File: config.mk
export PLATFORM = sky130hd
export DESIGN_NAME = dfr_out_reg_flat
export DESIGN_NICKNAME = d
export VERILOG_FILES = /design/src/dfr_pkg.sv /design/src/dfr_if.sv /design/src/dfr_out_reg.sv /design/src/flat_wrapper.sv
export SDC_FILE = /design/constraint.sdc
export NUM_CORES = 1
export LEC_CHECK = 0
export ABC_CLOCK_PERIOD_IN_PS = 800
export BUFFER_PORTS_ARGS = -buffer_cell sky130_fd_sc_hd__buf_2
export CAP_MARGIN = 25
export CORE_MARGIN = 2
export CORE_UTILIZATION = 38
export CTS_CLUSTER_DIAMETER = 150
export CTS_CLUSTER_SIZE = 14
export DETAILED_ROUTE_END_ITERATION = 10
export GPL_TIMING_DRIVEN = 0
export PLACE_DENSITY = 0.75
export SLEW_MARGIN = 20
export SYNTH_ARGS = -nofsm -noshare
export SYNTH_HDL_FRONTEND = slang
export SYNTH_SLANG_ARGS = --single-unit
File: constraint.sdc
create_clock -name clk -period 0.8 [get_ports clk]
set_input_delay 0.04 -clock clk [delete_from_list [all_inputs] [get_ports clk]]
set_output_delay 0.04 -clock clk [all_outputs]
set_load 0.01 [all_outputs]
File: src/dfr_pkg.sv
package dfr_pkg;

  localparam int NUM_CONNECTIONS = 256;
  localparam int CONN_W = 8;
  localparam int ADDR_W = $clog2(NUM_CONNECTIONS);

  localparam logic REQ_DATA = 1'b0;
  localparam logic REQ_CLOSE = 1'b1;

  localparam logic [1:0] PH_HIGH = 2'd0;
  localparam logic [1:0] PH_LOW = 2'd1;
  localparam logic [1:0] PH_BODY = 2'd2;

  localparam logic [1:0] KIND_BYTE = 2'd0;
  localparam logic [1:0] KIND_EMPTY = 2'd1;
  localparam logic [1:0] KIND_CLOSE = 2'd2;

  typedef struct packed {
    logic [1:0]  phase;
    logic [7:0]  header_high;
    logic [15:0] bytes_left;
    logic        started;
  } entry_t;

  typedef struct packed {
    logic [1:0]        out_kind;
    logic [CONN_W-1:0] out_conn;
    logic [7:0]        payload;
    logic              first_of_packet;
    logic              last_of_packet;
    logic              dropped_partial;
  } result_t;

  typedef struct packed {
    entry_t  nxt;
    logic    has_res;
    result_t res;
  } step_t;

  function automatic step_t dfr_step(input logic req_type, input logic [CONN_W-1:0] conn,
                                     input logic [7:0] data, input entry_t cur);
    step_t       s;
    logic [15:0] len;
    logic [15:0] left;
    s = '0;
    s.nxt = cur;
    s.res.out_conn = conn;
    len = {cur.header_high, data};
    left = (cur.bytes_left == 16'd0) ? 16'd0 : cur.bytes_left - 16'd1;
    if (req_type == REQ_CLOSE) begin
      s.nxt = '0;
      s.has_res = 1'b1;
      s.res.out_kind = KIND_CLOSE;
      s.res.dropped_partial = (cur.phase != PH_HIGH);
    end else begin
      case (cur.phase)
        PH_LOW: begin
          if (len == 16'd0) begin
            s.nxt = '0;
            s.has_res = 1'b1;
            s.res.out_kind = KIND_EMPTY;
            s.res.last_of_packet = 1'b1;
          end else begin
            s.nxt.phase = PH_BODY;
            s.nxt.bytes_left = len;
            s.nxt.started = 1'b0;
          end
        end
        PH_BODY: begin
          s.has_res = 1'b1;
          s.res.out_kind = KIND_BYTE;
          s.res.payload = data;
          s.res.first_of_packet = ~cur.started;
          s.res.last_of_packet = (left == 16'd0);
          if (left == 16'd0) begin
            s.nxt = '0;
          end else begin
            s.nxt.bytes_left = left;
            s.nxt.started = 1'b1;
          end
        end
        default: begin
          s.nxt.header_high = data;
          s.nxt.phase = PH_LOW;
        end
      endcase
    end
    return s;
  endfunction

endpackage

File: src/dfr_if.sv


interface dfr_res_if;
  logic       valid;
  logic       ready;
  logic [1:0] out_kind;
  logic [7:0] out_conn;
  logic [7:0] payload;
  logic       first_of_packet;
  logic       last_of_packet;
  logic       dropped_partial;

  modport source (output valid, out_kind, out_conn, payload, first_of_packet,
                  last_of_packet, dropped_partial, input ready);
  modport sink (input valid, out_kind, out_conn, payload, first_of_packet,
                last_of_packet, dropped_partial, output ready);
endinterface

File: src/dfr_out_reg.sv
module dfr_out_reg (
  input  logic             clk,
  input  logic             rst,
  input  logic             load,
  input  dfr_pkg::result_t data,
  output logic             free,
  dfr_res_if.source        res
);
  import dfr_pkg::*;

  logic    valid;
  result_t held;

  always_ff @(posedge clk) begin
    if (rst) begin
      valid <= 1'b0;
    end else if (load) begin
      valid <= 1'b1;
    end else if (res.ready) begin
      valid <= 1'b0;
    end
  end

  always_ff @(posedge clk) begin
    if (load) begin
      held <= data;
    end
  end

  assign free = ~valid | res.ready;
  assign res.valid = valid;
  assign res.out_kind = held.out_kind;
  assign res.out_conn = held.out_conn;
  assign res.payload = held.payload;
  assign res.first_of_packet = held.first_of_packet;
  assign res.last_of_packet = held.last_of_packet;
  assign res.dropped_partial = held.dropped_partial;
endmodule

File: src/flat_wrapper.sv
// flat-port wrapper written by rule: the top's interface ports become plain ports
module dfr_out_reg_flat import dfr_pkg::*;
  (clk, rst, load, data, free, res_valid, res_out_kind, res_out_conn, res_payload, res_first_of_packet, res_last_of_packet, res_dropped_partial, res_ready);
  dfr_res_if res_i ();
  input  logic clk;
  input  logic rst;
  input  logic load;
  input  dfr_pkg::result_t data;
  output logic free;
  output wire logic [$bits(res_i.valid)-1:0] res_valid;
  output wire logic [$bits(res_i.out_kind)-1:0] res_out_kind;
  output wire logic [$bits(res_i.out_conn)-1:0] res_out_conn;
  output wire logic [$bits(res_i.payload)-1:0] res_payload;
  output wire logic [$bits(res_i.first_of_packet)-1:0] res_first_of_packet;
  output wire logic [$bits(res_i.last_of_packet)-1:0] res_last_of_packet;
  output wire logic [$bits(res_i.dropped_partial)-1:0] res_dropped_partial;
  input wire logic [$bits(res_i.ready)-1:0] res_ready;
  assign res_valid = res_i.valid;
  assign res_out_kind = res_i.out_kind;
  assign res_out_conn = res_i.out_conn;
  assign res_payload = res_i.payload;
  assign res_first_of_packet = res_i.first_of_packet;
  assign res_last_of_packet = res_i.last_of_packet;
  assign res_dropped_partial = res_i.dropped_partial;
  assign res_i.ready = res_ready;
  dfr_out_reg u_core (.clk(clk), .rst(rst), .load(load), .data(data), .free(free), .res(res_i));
endmodule
# Word level (Yosys, flattened, before mapping)
# Index checks and enable logic that the tools add are counted.
dict set report classes {
  addsub 0
  mul 0
  div 0
  order_cmp 0
  eq_ne 0
  shifts 0
  mux 2
  bitwise_logic 2
  reduce_logical 1
}
# operator n
set op_table {}
lappend op_table {{1-bit 2-to-1 mux} 2}
lappend op_table {{2-bit nonzero test} 1}
lappend op_table {{1-bit NOT} 1}
lappend op_table {{1-bit OR} 1}
dict set report totals {
  ff_bits 22
  latch_bits 0
  ram_bits 0
  romBits 0
  inputBits 25
  output_inout_bits 23
  word_cells 12
  memories 0
}

# Depth between registers and ports, before layout
dict set report depth {
  depth_word 2
  mapped_depth 2
  depth_no_buf 2
}

# Least setup slack after synthesis
# No wires, ideal clock.
dict set report synth_path {
  path_kind {register to register}
  from {register, netlist name u_core.res.valid}
  to {register u_core.valid (netlist: u_core.res.valid)}
  setup_time_ps 66
  arrival_time_ps 597
  required_time_ps 734
  slack_ps 137
  path_stages_with_launch 3
  n_path_buf 0
  period_less_slack_ps 663
  cell_sequence {dfxtp_1 -> nand2b_4 -> a21oi_2}
}
# element line_no
set synth_rtl {}
lappend synth_rtl {{end signal, assigned} dfr_out_reg.sv:16} ;# valid <= 1'b0;
lappend synth_rtl {{end signal, assigned} dfr_out_reg.sv:18} ;# valid <= 1'b1;
lappend synth_rtl {{end signal, assigned} dfr_out_reg.sv:20} ;# valid <= 1'b0;
lappend synth_rtl {{end, declared} dfr_out_reg.sv:11} ;# logic valid;

# Final worst setup path
dict set report layout_path {
  from {register u_core.valid (netlist: u_core.res.valid)}
  to {output free}
}
dict set report layout_between {
  elab_chain_cells 2
}
# element line_no
set layout_rtl {}
lappend layout_rtl {{1-bit NOT} dfr_out_reg.sv:30} ;# assign free = ~valid | res.ready;
lappend layout_rtl {{1-bit OR} dfr_out_reg.sv:30}
lappend layout_rtl {{end, declared} flat_wrapper.sv:9} ;# output logic free;
# Every way passes these cells.

==> metrics.md <==
| Metric | Value |
|---|---|
| Pin count of the biggest net entering global routing | 23 |
| Critical path's top delay family | flip-flops |
| CP Max Fanout | 2 |
| Worst Hold Class | in2reg |
| Startpoint types | flip-flop |
| Relative slew slack | between 60 and 70% |
| Die width | ~46 µm |
| Combinational fraction of design power | 14.5% |
| Switch Pwr | 0.4361 mW |
| Max-slew violations | 0 |
| First-pass GRT wire length | 2014 µm |
| Starting Density | 39.63% |
| Final hold viol count | 0 |
| CP peak stage delay | 0.37 ns |
| Routed vias/inst | 4.073 |
| Clk_lat worst skew | 0.29 ns |
| Post-route worst setup slack | -0.07178 ns |
| FF+latch count, synth | 22 |
| Fin util | a little under three quarters |
| Site row count | 15 |
| Synth area leader | edfxtp_1 |
| Critical path endpoint category | primary output |
| Mapped Area | 676.9 µm² |
| Core area | between 1500 and 2000 µm² |
| Status | complete, but fails checks |
| Cells after synthesis | 25 |
| Setup WS pre-CTS | -0.01055 ns |
| CTS clk-pin slew, worst paths | 0.10 ns |
| CP Data Arrival Time | 0.83 ns |
| Final ANT Viol Nets | 0 |
| Antenna Cells | 0 |
| DRT met1 WL | 453 µm |
| Layout cell share with drive strength beyond 1 | 54.55% |
| Max VDD drop | ~1.2 mV |
| Clock buffer depth | 2 |
| Clock Power Share | 21.9% |
| DR top layer | met4 |
| CP cell instances | nand2b_4, buf_6 |
| Met2 wire length | 908 µm |
| Netlist cell types | 5 |
| Area Overhead vs Synth | 78.93% |
| Final GP Congestion | 0.6657 |
| Top cells by area, synth | edfxtp_1, dfxtp_1, nand2b_4, a21oi_2, inv_1 |
| Static leakage | about 0.53 nW |
| Synth top area share | approximately 93% |
| Vias in the first global route | 478 |
| Crit share post-route | 109.0% |
| Met3 WL | 81 µm |
| Final setup vio count | 23 |
| Clock Sinks | 22 |
| Seq pwr share | 63.5% |
| CP max stage cell | dfxtp_2 |
| H-tree lvl count | 1 |
| Slew @ Worst Pin | roughly 0.46 ns |
| RSZ-0062 raised after global routing | yes |
| Max Clock Freq | 1.147 GHz |
| Port bufs | 47 |
| Avg WL per Cell | ~12 µm |
| Worst Clk Skew | 0 ns |
| Crit path buffers/inverters | 1 |
| WP data required | about 0.76 ns |
| Final WL | 1488 µm |
| Via Count | about 510 |
| Int Pwr | 1.735 mW |
| Yosys Warn Count | 0 |
| DRC Markers | 0 |
| Seq/Total Area, Yosys | 96.12% |
| Clock root buffer | clkbuf_4 |
| Dpl cells | 97 |
| Sw Share | 20.08% |
| Antenna violations before repair | 0 |
| Failing checks | setup timing |
| Post-DP HPWL | ~810 µm |
| CTS tree | done |
| DIE AREA | between 2000 and 2500 µm² |
| Critical path type | reg2out |
| Nets | ~130 |
| First DRT Iteration DRCs | 4 |
| Synthesized Nets | 50 |
| TritonRoute pass-1 iters | 4 |
| DIE HEIGHT | about 46 µm |
| Max-cap violations | 0 |
| Mean Syn Cell Area | 27.08 µm² |
| Final Critical Period | 0.8718 ns |
| Total track usage | about 14% |
| Pwr dens | 1793 nW/µm² |
| Overflow after GRT | 0 |
| CTS Buf Count | 3 |
| IO Count | 48 |
| Post-Layout Cell Count | 124 |
==> logic make-up after synthesis <==
kind of cell | count (synthesis) | synth area share (%)
compound gates | 1 | 1.294
flops | 22 | 96.12
buf+inv | 1 | 0.5540
simple gates | 1 | 2.033
==> synthesized netlist by cell type, drive strengths merged <==
master / count
nand2b: 1
a21oi: 1
dfxtp: 1
edfxtp: 21
inv: 1
==> per-layer routing <==
layer | GRT usage (%) | up-vias
li1 | - | 245
met1 | 11.60 | 228
met2 | 28.89 | 26
met3 | 3.922 | 6
met4 | 8.571 | 0
met5 | 0 | -
==> through the flow <==
step	hold slack (ns)	setup TNS, ns	power (mW)	instance area, µm²
after detailed placement	0.2004	-0.2119	1.627	943.4
after global placement	0.2019	0	1.620	943.4
after CTS	0.09269	-1.304	2.190	1205
after global routing	0.09941	-2.128	2.280	1211
after floorplan	0.1024	0	1.472	676.9
final	0.1020	-0.9420	2.171	1211
==> power groups by stage <==
stage	Combinational (mW)	Clock [mW]	Sequential, mW
after floorplan	0.0103	0	1.46
after global placement	0.216	0	1.40
after detailed placement	0.220	0	1.41
after CTS	0.309	0.500	1.38
after global routing	0.340	0.552	1.39
final	0.315	0.476	1.38
==> area by class of cell <==
| cell class | count | area, µm² |
|---|---|---|
| repair buffers | 70 | 475.5 |
| well taps | 25 | 31.28 |
| inverters | 1 | 3.754 |
| fillers | 123 | 496.7 |
| flip-flops and latches | 22 | 651.9 |
| clock buffers | 4 | 26.28 |
| multi-input cells | 2 | 22.52 |
==> flip-flops by register name (all words and copies together) (netlist names) <==
| signal | cells |
|---|---|
| u_core.res.out_conn | 8 |
| u_core.res.payload | 8 |
| u_core.res.out_kind | 2 |
| u_core.res.dropped_partial | 1 |
| u_core.res.first_of_packet | 1 |
| u_core.res.last_of_packet | 1 |
| u_core.res.valid | 1 |
==> worst paths after layout <==
kind	end	slack, ns	depth (start not counted)	from
worst max-delay path	free	-0.07	2	u_core.res.valid
worst min-delay path	u_core.res.valid	0.10	4	res_ready
worst max register to register	u_core.res.valid	0.07	3	u_core.res.valid
worst min register to register	u_core.res.valid	0.58	3	u_core.res.valid
==> worst min-delay path, delay by kind of cell <==
kind,cells,cell delay (ns)
simple gates,1,0.11
buf+inv,2,0.17
compound gates,1,0.04
==> cells in the final DEF, fill, tap and decap left out, drive strengths merged <==
master	synthesis	layout
buf	0	48
dlygate4sd3	0	22
edfxtp	21	21
clkbuf	0	4
inv	1	1
nand2b	1	1
a21oi	1	1
dfxtp	1	1
==> timing repair <==
action                     4_1_cts  5_1_grt
setup buffers                    1        0
resized for setup                2        1
cloned                           0        0
hold endpoints to repair        22        0
setup endpoints to repair       23       23
hold buffers                    22        0
(Power assumes the default switching activity.)
